==> src/hdl/kps_pkg.sv <==
// shared types, constants and microcode table for the keyframe playhead sampler
`default_nettype none
package kps_pkg;

    // field widths
    localparam int TIME_W  = 40;
    localparam int POS_W   = 48;
    localparam int FRAME_W = 11;
    localparam int FRAC_W  = 17;
    localparam int PER_W   = 24;
    localparam int RATE_W  = 16;
    localparam int MODE_W  = 2;
    localparam int CFG_W   = 24;
    localparam int IDX_W   = 2;

    // advance multiplier works on the time delta in two halves
    localparam int HALF_W    = TIME_W / 2;
    localparam int PROD_W    = HALF_W + RATE_W;
    localparam int ACC_W     = TIME_W + RATE_W;
    localparam int ADV_SHIFT = 12;

    // divider: span fits 36 bits, quotient is frame index and 16 fraction bits
    localparam int SPAN_W    = 36;
    localparam int FRAC_BITS = 16;
    localparam int QUO_W     = 28;
    localparam int FIDX_W    = QUO_W - FRAC_BITS;
    localparam int MOD_STEPS = POS_W / 2;
    localparam int DIV_STEPS = QUO_W / 2;
    localparam int CNT_W     = 5;

    localparam logic [FRAME_W-1:0] MAX_INTERVALS = 11'd1024;
    localparam logic [FRAC_W-1:0]  FRAC_ONE      = 17'h10000;

    // play modes
    localparam logic [MODE_W-1:0] MODE_LOOP   = 2'd0;
    localparam logic [MODE_W-1:0] MODE_SINGLE = 2'd1;
    localparam logic [MODE_W-1:0] MODE_MIRROR = 2'd2;
    localparam logic [MODE_W-1:0] MODE_RAW    = 2'd3;

    // register indexes
    localparam logic [IDX_W-1:0] REG_PLAY_MODE      = 2'd0;
    localparam logic [IDX_W-1:0] REG_INTERVAL_COUNT = 2'd1;
    localparam logic [IDX_W-1:0] REG_FRAME_PERIOD   = 2'd2;
    localparam logic [IDX_W-1:0] REG_PLAYBACK_RATE  = 2'd3;

    localparam logic [PER_W-1:0]  FRAME_PERIOD_RST  = 24'd2185;
    localparam logic [RATE_W-1:0] PLAYBACK_RATE_RST = 16'd4096;

    typedef struct packed {
        logic [MODE_W-1:0]  play_mode;
        logic [FRAME_W-1:0] interval_count;
        logic [PER_W-1:0]   frame_period;
        logic [RATE_W-1:0]  playback_rate;
    } cfg_t;

    // microprogram addresses
    localparam int STEP_W = 4;
    typedef logic [STEP_W-1:0] step_t;

    localparam step_t STEP_IDLE     = 4'd0;
    localparam step_t STEP_PREP     = 4'd1;
    localparam step_t STEP_MUL_LO   = 4'd2;
    localparam step_t STEP_MUL_HI   = 4'd3;
    localparam step_t STEP_ACC      = 4'd4;
    localparam step_t STEP_ADV      = 4'd5;
    localparam step_t STEP_SPAN     = 4'd6;
    localparam step_t STEP_GUARD    = 4'd7;
    localparam step_t STEP_MOD_INIT = 4'd8;
    localparam step_t STEP_MOD_LOOP = 4'd9;
    localparam step_t STEP_MOD_DONE = 4'd10;
    localparam step_t STEP_CLAMP    = 4'd11;
    localparam step_t STEP_DIV_INIT = 4'd12;
    localparam step_t STEP_DIV_LOOP = 4'd13;
    localparam step_t STEP_FRAC     = 4'd14;
    localparam step_t STEP_OUT      = 4'd15;

    typedef enum logic [3:0] {
        OP_IDLE     = 4'd0,
        OP_PREP     = 4'd1,
        OP_MUL_LO   = 4'd2,
        OP_MUL_HI   = 4'd3,
        OP_ACC      = 4'd4,
        OP_ADV      = 4'd5,
        OP_SPAN     = 4'd6,
        OP_GUARD    = 4'd7,
        OP_MOD_INIT = 4'd8,
        OP_DIV_STEP = 4'd9,
        OP_MOD_DONE = 4'd10,
        OP_CLAMP    = 4'd11,
        OP_DIV_INIT = 4'd12,
        OP_FRAC     = 4'd13,
        OP_OUT      = 4'd14
    } op_t;

    typedef enum logic [2:0] {
        COND_NEXT     = 3'd0,
        COND_ALWAYS   = 3'd1,
        COND_NO_INPUT = 3'd2,
        COND_NO_FOLD  = 3'd3,
        COND_SINGLE   = 3'd4,
        COND_CNT_NZ   = 3'd5,
        COND_OUT_BUSY = 3'd6
    } cond_t;

    typedef struct packed {
        op_t   op;
        cond_t cond;
        step_t target;
    } uword_t;

    typedef struct packed {
        logic no_fold;
        logic single;
        logic cnt_nz;
        logic out_busy;
    } dp_status_t;

    // control store: jump to target when the condition holds, else fall through
    function automatic uword_t ucode_rom(input step_t step);
        uword_t w;
        case (step)
            STEP_IDLE:     w = '{OP_IDLE,     COND_NO_INPUT, STEP_IDLE};
            STEP_PREP:     w = '{OP_PREP,     COND_NEXT,     STEP_IDLE};
            STEP_MUL_LO:   w = '{OP_MUL_LO,   COND_NEXT,     STEP_IDLE};
            STEP_MUL_HI:   w = '{OP_MUL_HI,   COND_NEXT,     STEP_IDLE};
            STEP_ACC:      w = '{OP_ACC,      COND_NEXT,     STEP_IDLE};
            STEP_ADV:      w = '{OP_ADV,      COND_NEXT,     STEP_IDLE};
            STEP_SPAN:     w = '{OP_SPAN,     COND_NEXT,     STEP_IDLE};
            STEP_GUARD:    w = '{OP_GUARD,    COND_NO_FOLD,  STEP_OUT};
            STEP_MOD_INIT: w = '{OP_MOD_INIT, COND_SINGLE,   STEP_CLAMP};
            STEP_MOD_LOOP: w = '{OP_DIV_STEP, COND_CNT_NZ,   STEP_MOD_LOOP};
            STEP_MOD_DONE: w = '{OP_MOD_DONE, COND_ALWAYS,   STEP_DIV_INIT};
            STEP_CLAMP:    w = '{OP_CLAMP,    COND_NEXT,     STEP_IDLE};
            STEP_DIV_INIT: w = '{OP_DIV_INIT, COND_NEXT,     STEP_IDLE};
            STEP_DIV_LOOP: w = '{OP_DIV_STEP, COND_CNT_NZ,   STEP_DIV_LOOP};
            STEP_FRAC:     w = '{OP_FRAC,     COND_NEXT,     STEP_IDLE};
            // last address: falling through wraps back to idle
            STEP_OUT:      w = '{OP_OUT,      COND_OUT_BUSY, STEP_OUT};
            default:       w = '{OP_IDLE,     COND_ALWAYS,   STEP_IDLE};
        endcase
        return w;
    endfunction

endpackage
`default_nettype wire

==> src/hdl/kps_sequencer.sv <==
// microprogram sequencer: step counter, control store and conditional jumps
`default_nettype none
module kps_sequencer (
    input  wire logic               aclk,
    input  wire logic               aresetn,
    input  wire logic               accept,
    input  wire kps_pkg::dp_status_t status,
    output kps_pkg::op_t            op
);
    import kps_pkg::*;

    step_t  pc_reg;
    step_t  pc_next;
    uword_t word;
    logic   take;

    assign word = ucode_rom(pc_reg);
    assign op   = word.op;

    always_comb begin
        case (word.cond)
            COND_NEXT:     take = 1'b0;
            COND_ALWAYS:   take = 1'b1;
            COND_NO_INPUT: take = !accept;
            COND_NO_FOLD:  take = status.no_fold;
            COND_SINGLE:   take = status.single;
            COND_CNT_NZ:   take = status.cnt_nz;
            COND_OUT_BUSY: take = status.out_busy;
            default:       take = 1'b0;
        endcase
        pc_next = take ? word.target : pc_reg + step_t'(1);
    end

    always_ff @(posedge aclk) begin
        if (!aresetn) begin
            pc_reg <= STEP_IDLE;
        end else begin
            pc_reg <= pc_next;
        end
    end

endmodule
`default_nettype wire

==> src/hdl/kps_datapath.sv <==
// datapath: advance and span multipliers, radix-4 shared divider, fold logic, result register
`default_nettype none
module kps_datapath (
    input  wire logic                          aclk,
    input  wire logic                          aresetn,
    input  wire kps_pkg::op_t                  op,
    input  wire logic                          accept,
    input  wire logic [kps_pkg::TIME_W-1:0]    elapsed_time,
    input  wire kps_pkg::cfg_t                 cfg,
    input  wire logic                          m_ready,
    output logic                               m_valid,
    output logic [kps_pkg::FRAME_W-1:0]        m_first_frame,
    output logic [kps_pkg::FRAME_W-1:0]        m_second_frame,
    output logic [kps_pkg::FRAC_W-1:0]         m_blend_fraction,
    output logic [kps_pkg::POS_W-1:0]          m_position_out,
    output kps_pkg::dp_status_t                status
);
    import kps_pkg::*;

    // playhead state
    logic                started_reg;
    logic [TIME_W-1:0]   last_reg;
    logic [POS_W-1:0]    pos_reg;

    // work registers
    logic [TIME_W-1:0]   now_reg;
    logic [TIME_W-1:0]   delta_reg;
    logic [PROD_W-1:0]   prod_reg;
    logic [ACC_W-1:0]    acc_reg;
    logic [SPAN_W-1:0]   span_reg;
    logic [SPAN_W-1:0]   dsr_reg;
    logic [SPAN_W-1:0]   rem_reg;
    logic [POS_W-1:0]    dvd_reg;
    logic [QUO_W-1:0]    quo_reg;
    logic [CNT_W-1:0]    cnt_reg;
    logic [FRAME_W-1:0]  fa_reg;
    logic [FRAME_W-1:0]  fb_reg;
    logic [FRAC_W-1:0]   frac_reg;

    // result register
    logic                m_valid_reg;
    logic [FRAME_W-1:0]  m_fa_reg;
    logic [FRAME_W-1:0]  m_fb_reg;
    logic [FRAC_W-1:0]   m_frac_reg;
    logic [POS_W-1:0]    m_pos_reg;

    logic                forward;
    logic                out_busy;
    logic [FRAME_W-1:0]  lenc;
    logic                len_zero;
    logic [FIDX_W-1:0]   span_len;
    logic [SPAN_W-1:0]   span_prod;
    logic [PROD_W-1:0]   prod_lo;
    logic [PROD_W-1:0]   prod_hi;
    logic [POS_W:0]      pos_sum;

    logic [SPAN_W-1:0]   r_next;
    logic [POS_W-1:0]    d_next;
    logic [QUO_W-1:0]    q_next;
    logic [SPAN_W:0]     trial;

    logic [FIDX_W-1:0]   idx;
    logic [FIDX_W-1:0]   idx1;
    logic [FIDX_W-1:0]   len12;
    logic [FIDX_W-1:0]   len2;
    logic [FIDX_W-1:0]   fold_a;
    logic [FIDX_W-1:0]   fold_b;
    logic [FRAME_W-1:0]  fa_new;
    logic [FRAME_W-1:0]  fb_new;
    logic [FRAC_W-1:0]   frac_new;

    assign forward  = now_reg > last_reg;
    assign out_busy = m_valid_reg && !m_ready;

    assign lenc     = (cfg.interval_count > MAX_INTERVALS) ? MAX_INTERVALS
                                                           : cfg.interval_count;
    assign len_zero = (lenc == '0) || (cfg.frame_period == '0);
    assign span_len = (cfg.play_mode == MODE_MIRROR) ? {lenc, 1'b0} : {1'b0, lenc};
    assign span_prod = span_len * cfg.frame_period;

    assign prod_lo = delta_reg[HALF_W-1:0] * cfg.playback_rate;
    assign prod_hi = delta_reg[TIME_W-1:HALF_W] * cfg.playback_rate;
    assign pos_sum = {1'b0, pos_reg} + (POS_W+1)'(acc_reg[ACC_W-1:ADV_SHIFT]);

    assign status.no_fold  = (cfg.play_mode == MODE_RAW) || len_zero;
    assign status.single   = (cfg.play_mode == MODE_SINGLE);
    assign status.cnt_nz   = (cnt_reg != '0);
    assign status.out_busy = out_busy;

    // two restoring quotient bits per cycle
    always_comb begin
        r_next = rem_reg;
        d_next = dvd_reg;
        q_next = quo_reg;
        for (int i = 0; i < 2; i++) begin
            trial  = {r_next, d_next[POS_W-1]};
            d_next = {d_next[POS_W-2:0], 1'b0};
            if (trial >= {1'b0, dsr_reg}) begin
                trial  = trial - {1'b0, dsr_reg};
                q_next = {q_next[QUO_W-2:0], 1'b1};
            end else begin
                q_next = {q_next[QUO_W-2:0], 1'b0};
            end
            r_next = trial[SPAN_W-1:0];
        end
    end

    // quotient of position * 2^16 / period holds frame index over fraction
    always_comb begin
        idx      = quo_reg[QUO_W-1:FRAC_BITS];
        idx1     = idx + FIDX_W'(1);
        len12    = {1'b0, lenc};
        len2     = {lenc, 1'b0};
        fold_a   = (idx > len12) ? len2 - idx : idx;
        fold_b   = (idx1 > len12) ? len2 - idx1 : idx1;
        fa_new   = idx[FRAME_W-1:0];
        fb_new   = idx1[FRAME_W-1:0];
        frac_new = {1'b0, quo_reg[FRAC_BITS-1:0]};
        case (cfg.play_mode)
            MODE_SINGLE: begin
                // past the end: hold the last interval at full weight
                if (idx >= len12) begin
                    fa_new   = lenc - FRAME_W'(1);
                    fb_new   = lenc;
                    frac_new = FRAC_ONE;
                end
            end
            MODE_MIRROR: begin
                fa_new = fold_a[FRAME_W-1:0];
                fb_new = fold_b[FRAME_W-1:0];
            end
            default: ;
        endcase
    end

    always_ff @(posedge aclk) begin
        if (!aresetn) begin
            started_reg <= 1'b0;
            last_reg    <= '0;
            pos_reg     <= '0;
            m_valid_reg <= 1'b0;
        end else begin
            if (m_valid_reg && m_ready && (op != OP_OUT)) begin
                m_valid_reg <= 1'b0;
            end
            case (op)
                OP_PREP: begin
                    if (!started_reg) begin
                        started_reg <= 1'b1;
                        last_reg    <= now_reg;
                    end else if (forward) begin
                        last_reg <= now_reg;
                    end
                end
                OP_ADV: begin
                    pos_reg <= pos_sum[POS_W] ? '1 : pos_sum[POS_W-1:0];
                end
                OP_GUARD: begin
                    if (len_zero && (cfg.play_mode != MODE_RAW)) begin
                        pos_reg <= '0;
                    end
                end
                OP_MOD_DONE: begin
                    pos_reg <= POS_W'(rem_reg);
                end
                OP_CLAMP: begin
                    if (pos_reg > POS_W'(span_reg)) begin
                        pos_reg <= POS_W'(span_reg);
                    end
                end
                OP_OUT: begin
                    if (!out_busy) begin
                        m_valid_reg <= 1'b1;
                    end
                end
                default: ;
            endcase
        end
    end

    always_ff @(posedge aclk) begin
        case (op)
            OP_IDLE: begin
                if (accept) begin
                    now_reg <= elapsed_time;
                end
            end
            OP_PREP: begin
                delta_reg <= (started_reg && forward) ? now_reg - last_reg : '0;
            end
            OP_MUL_LO: begin
                acc_reg <= ACC_W'(prod_lo);
            end
            OP_MUL_HI: begin
                prod_reg <= prod_hi;
            end
            OP_ACC: begin
                acc_reg <= acc_reg + {prod_reg, {HALF_W{1'b0}}};
            end
            OP_SPAN: begin
                span_reg <= span_prod;
            end
            OP_GUARD: begin
                fa_reg   <= '0;
                fb_reg   <= '0;
                frac_reg <= '0;
            end
            OP_MOD_INIT: begin
                rem_reg <= '0;
                dvd_reg <= pos_reg;
                dsr_reg <= span_reg;
                cnt_reg <= CNT_W'(MOD_STEPS - 1);
            end
            OP_DIV_STEP: begin
                rem_reg <= r_next;
                dvd_reg <= d_next;
                quo_reg <= q_next;
                cnt_reg <= cnt_reg - CNT_W'(1);
            end
            OP_DIV_INIT: begin
                // dividend is position << 16; its top bits seed the remainder
                rem_reg <= pos_reg[POS_W-1:FIDX_W];
                dvd_reg <= {pos_reg[FIDX_W-1:0], {(POS_W-FIDX_W){1'b0}}};
                dsr_reg <= SPAN_W'(cfg.frame_period);
                quo_reg <= '0;
                cnt_reg <= CNT_W'(DIV_STEPS - 1);
            end
            OP_FRAC: begin
                fa_reg   <= fa_new;
                fb_reg   <= fb_new;
                frac_reg <= frac_new;
            end
            OP_OUT: begin
                if (!out_busy) begin
                    m_fa_reg   <= fa_reg;
                    m_fb_reg   <= fb_reg;
                    m_frac_reg <= frac_reg;
                    m_pos_reg  <= pos_reg;
                end
            end
            default: ;
        endcase
    end

    assign m_valid          = m_valid_reg;
    assign m_first_frame    = m_fa_reg;
    assign m_second_frame   = m_fb_reg;
    assign m_blend_fraction = m_frac_reg;
    assign m_position_out   = m_pos_reg;

endmodule
`default_nettype wire

==> src/hdl/keyframe_playhead_sampler.sv <==
// top level of the keyframe playhead sampler: config registers, handshakes, sequencer and datapath
//
//  channel  | valid / ready      | payload
//  ---------+--------------------+------------------------------------------------
//  input    | s_valid / s_ready  | s_elapsed_time
//  result   | m_valid / m_ready  | m_first_frame, m_second_frame,
//           |                    | m_blend_fraction, m_position_out
//  config   | cfg_valid / cfg_ready | cfg_index, cfg_data
//
//  one request at a time: loop and mirror run both shared divider loops, first the
//  wrap and then index and fraction; single play skips the wrap and clamps instead,
//  and zero length, zero period or mode three skip both. the divider produces two
//  quotient bits per cycle. reset is synchronous and needs no clearing pass.
//  a result waiting in the output register does not block the next accept; the
//  sequencer only stalls at its final step while that register is still full.
`default_nettype none
module keyframe_playhead_sampler (
    input  wire logic                          aclk,
    input  wire logic                          aresetn,
    input  wire logic                          s_valid,
    output logic                               s_ready,
    input  wire logic [kps_pkg::TIME_W-1:0]    s_elapsed_time,
    output logic                               m_valid,
    input  wire logic                          m_ready,
    output logic [kps_pkg::FRAME_W-1:0]        m_first_frame,
    output logic [kps_pkg::FRAME_W-1:0]        m_second_frame,
    output logic [kps_pkg::FRAC_W-1:0]         m_blend_fraction,
    output logic [kps_pkg::POS_W-1:0]          m_position_out,
    input  wire logic                          cfg_valid,
    output logic                               cfg_ready,
    input  wire logic [kps_pkg::IDX_W-1:0]     cfg_index,
    input  wire logic [kps_pkg::CFG_W-1:0]     cfg_data
);
    import kps_pkg::*;

    cfg_t       cfg_reg;
    op_t        op;
    dp_status_t status;
    logic       accept;

    assign cfg_ready = 1'b1;
    assign s_ready   = (op == OP_IDLE);
    assign accept    = s_valid && s_ready;

    always_ff @(posedge aclk) begin
        if (!aresetn) begin
            cfg_reg.play_mode      <= MODE_LOOP;
            cfg_reg.interval_count <= '0;
            cfg_reg.frame_period   <= FRAME_PERIOD_RST;
            cfg_reg.playback_rate  <= PLAYBACK_RATE_RST;
        end else if (cfg_valid && cfg_ready) begin
            case (cfg_index)
                REG_PLAY_MODE:      cfg_reg.play_mode      <= cfg_data[MODE_W-1:0];
                REG_INTERVAL_COUNT: cfg_reg.interval_count <= cfg_data[FRAME_W-1:0];
                REG_FRAME_PERIOD:   cfg_reg.frame_period   <= cfg_data[PER_W-1:0];
                REG_PLAYBACK_RATE:  cfg_reg.playback_rate  <= cfg_data[RATE_W-1:0];
                default: ;
            endcase
        end
    end

    kps_sequencer u_sequencer (
        .aclk    (aclk),
        .aresetn (aresetn),
        .accept  (accept),
        .status  (status),
        .op      (op)
    );

    kps_datapath u_datapath (
        .aclk             (aclk),
        .aresetn          (aresetn),
        .op               (op),
        .accept           (accept),
        .elapsed_time     (s_elapsed_time),
        .cfg              (cfg_reg),
        .m_ready          (m_ready),
        .m_valid          (m_valid),
        .m_first_frame    (m_first_frame),
        .m_second_frame   (m_second_frame),
        .m_blend_fraction (m_blend_fraction),
        .m_position_out   (m_position_out),
        .status           (status)
    );

endmodule
`default_nettype wire

==> config.mk <==
export PLATFORM = sky130hd
export DESIGN_NAME = keyframe_playhead_sampler
export DESIGN_NICKNAME = d
export VERILOG_FILES = /design/src/hdl/kps_pkg.sv /design/src/hdl/kps_sequencer.sv /design/src/hdl/kps_datapath.sv /design/src/hdl/keyframe_playhead_sampler.sv
export SDC_FILE = /design/constraint.sdc
export NUM_CORES = 2
export LEC_CHECK = 0
export BUFFER_PORTS_ARGS = -buffer_cell sky130_fd_sc_hd__clkbuf_2
export CAP_MARGIN = 20
export CORE_UTILIZATION = 50
export DETAILED_ROUTE_END_ITERATION = 7
export HOLD_SLACK_MARGIN = 0.05
export PLACE_DENSITY = 0.76
export SYNTH_ARGS = -nofsm -noshare
export SYNTH_HDL_FRONTEND = slang
export SYNTH_SLANG_ARGS = --single-unit
==> constraint.sdc <==
create_clock -name aclk -period 8.9 [get_ports aclk]
set_input_delay 0 -clock aclk [delete_from_list [all_inputs] [get_ports aclk]]
set_output_delay 0 -clock aclk [all_outputs]
set_load 0.01 [all_outputs]
==> results.ini <==
[logic_synthesis]
synth_compound_area_share_pct = 12.4
synthCells = 7083
synth_top_family_by_area = adder cells
syn_area_mm2 = 0.0660
synth-seq-area-share_pct = 26.4
synthTopCellsByCount = nand2_1, inv_1, fa_1, ha_1, edfxtp_1
yosys.area.top_type = fa_1
synth_seq_cells = 633
syn_nets = 8447
synth_edf_count = 475
ys_async_sr_fraction_pct = 0
yosys.area.top_type_share_pct = 22.0
synth-simple-area-share_pct = 15.5
synth_area_leaders = fa_1, edfxtp_1, ha_1
synth.most_common_cell = nand2_1
synth-adder-area-share_pct = 32.8
ys.flop_type = edfxtp_1
avgSynthCellArea_um2 = 9.31
synth.area.mux_share_pct = 1.67
synth-xor-area-share_pct = 3.70
yosysWarnings = 0
synth_cell_types = 100

[layout]
largest_reg_flops = 53
nets = 8575
post-route-util_pct = 55.6
fillCellCount = 11400
drive_above_1_share_pct = 6.13
fin_area_mm2 = 0.0724
syn_to_final_growth_pct = 9.70

[timing]
fin_tns_setup_ps = 0
final.setup_skew_ps = 41.3
finalSetupViolCount = 0
max_slew.worst_pin.slew_ps = 1130
fin_crit_sh_pct = 87.4
hold_slack_ps = 78.7
rsz0062_at_grt = no
maxSlewHeadroom_pct = 24.4
timing.fmax_ghz = 0.129
finalHoldViolations = 0
slew_violations = 0
period_minus_slack_ps = 7780

[cts]
cts_made_buffers = 78
clock_latency_ps = 690
clock-root-buffer = clkbuf_16
cts_sinks = 633
cts_setup_buffers = 0
cts.repair.resized = 0
clockBufferDepth = 3
cts_max_level = 3
cts_tree = yes
cts.hold.buffers_added = 113
clk_pin_slew_ps = 60

[floorplan]
row_count = 132
die_y_um = 365
core_area_mm2 = 0.130
fp.dieW_um = 365
die_area_mm2 = 0.133
start_util_pct = 50.7
io_pins = 161

[setup_path]
critPathLaunchType = register
reg2reg_slack_ps = 1120
critPathLaunch = cfg_reg[51]$_SDFFE_PN0P_
r2r-start = cfg_reg[51]$_SDFFE_PN0P_
cp.required_ps = 9340
cp-end-kind = register
cp.arrival_ps = 8220
critical_path_class = reg -> reg
path_max_fanout = 24

[power]
p_per_area_mw_per_mm2 = 151
ir_drop_v = 0.000216
static-leakage-power_nw = 32.9

[global_route]
grt_pass1_wl_mm = 310
grtUsageTotal_pct = 30.4
grt_pass1_vias = 53600
busiest_layer = met2
use_met1_pct = 38.0
met3_usage_pct = 5.70
antenna_found_initial = 7
grt_overflow_total = 0
met2_usage_pct = 48.8
grt_max_degree = 87

[min_path]
min_path_type = in -> reg
worstHoldStart = s_elapsed_time[5]

[routing]
drt-total-wl_mm = 200
first_pass_iters = 8
remaining_drc_errors = 0
vias = 52700
postRouteAntennaNets = 0
first_iter_violations = 5019
wl_per_cell_um = 22.2
route.detailed.vias_per_inst = 5.84

[placed_design]
gp_congestion = 1.05
port_buffers = 159
dp_hpwl_mm = 152
place_area_mm2 = 0.0685

[job]
maxCapViolCount = 0

[outcome]
status = finished clean

routing by layer:
layer	routed length, µm	up-vias
met5	14	-
met4	14000	2
met3	17700	660
met2	90500	2495
met1	77700	25900
li1	-	23700
placed cells by master (no fill, tap or decap), drive strengths merged, types with 119 or more instances in the layout:
master and instances:
xnor2 181, and2 283, fa 725, edfxtp 475, clkbuf 262, o21ai 374, inv 1001, nor2b 119
a21o 138, ha 568, dfxtp 158, nand2 1126, a21oi 266, nor2 279
cell type report:
cell class	instances	area, µm²	area share, %
multi-input combinational	5148	43700	60.4
sequential	633	17400	24.1
inverter	994	3730	5.16
timing repair buffer	356	2630	3.64
tap	1742	2180	3.01
clock buffer	104	2120	2.93
clock inverter	42	537	0.742
antenna	8	20.0	0.0277
worst max-delay path: stages, from the launching register on:
cell and delay, ps:
dfxtp_1 320, inv_1 80, ha_2 430, buf_4 400, mux2i_2 570, buf_4 420
nand2_1 130, fa_1 520, inv_1 60, fa_1 550, fa_1 420, fa_1 490
inv_1 50, fa_1 480, inv_1 40, ha_1 340, o21ai_0 200, nand2b_1 110
a31oi_1 280, a31oi_1 200, o31ai_1 320, a31oi_1 170, or4_1 450, a31o_1 230
a21oi_1 170, xnor2_1 80
cells by family (layout without fill, tap and decap cells):
kind of cell,count (synthesis),in the layout
buffers and inverters,1302,1496
AND/OR/NAND/NOR,2204,2204
AO/OA/AOI/OAI,1262,1262
flip-flops,633,633
multiplexers,109,109
adder cells (fa/ha/maj),1293,1293
other,1,9
XOR/XNOR,279,279
power by group:
group / internal [mW] / total (mW) / switching (mW)
combinational: 1.53 / 3.75 / 2.21
sequential: 3.46 / 3.90 / 0.447
clock: 1.89 / 3.31 / 1.42
through the flow:
step | power [mW] | instances | setup slack (ps)
2_1_floorplan | 6.52 | 7083 | 2230
3_3_place_gp | 7.47 | 8756 | 1360
3_5_place_dp | 7.58 | 8757 | 1270
4_1_cts | 10.9 | 9016 | 1260
5_1_grt | 11.6 | 9023 | 823
6_report | 11.0 | 9027 | 1120
path summary, 6_finish.rpt:
kind,end,depth (start not counted)
min reg2reg,u_datapath.m_second_frame[8]$_DFFE_PP_,0
max,u_datapath.span_reg[35]$_DFFE_PN_,25
min,u_datapath.now_reg[5]$_DFFE_PP_,2
max reg2reg,u_datapath.span_reg[35]$_DFFE_PN_,25
(Power assumes the default switching activity.)
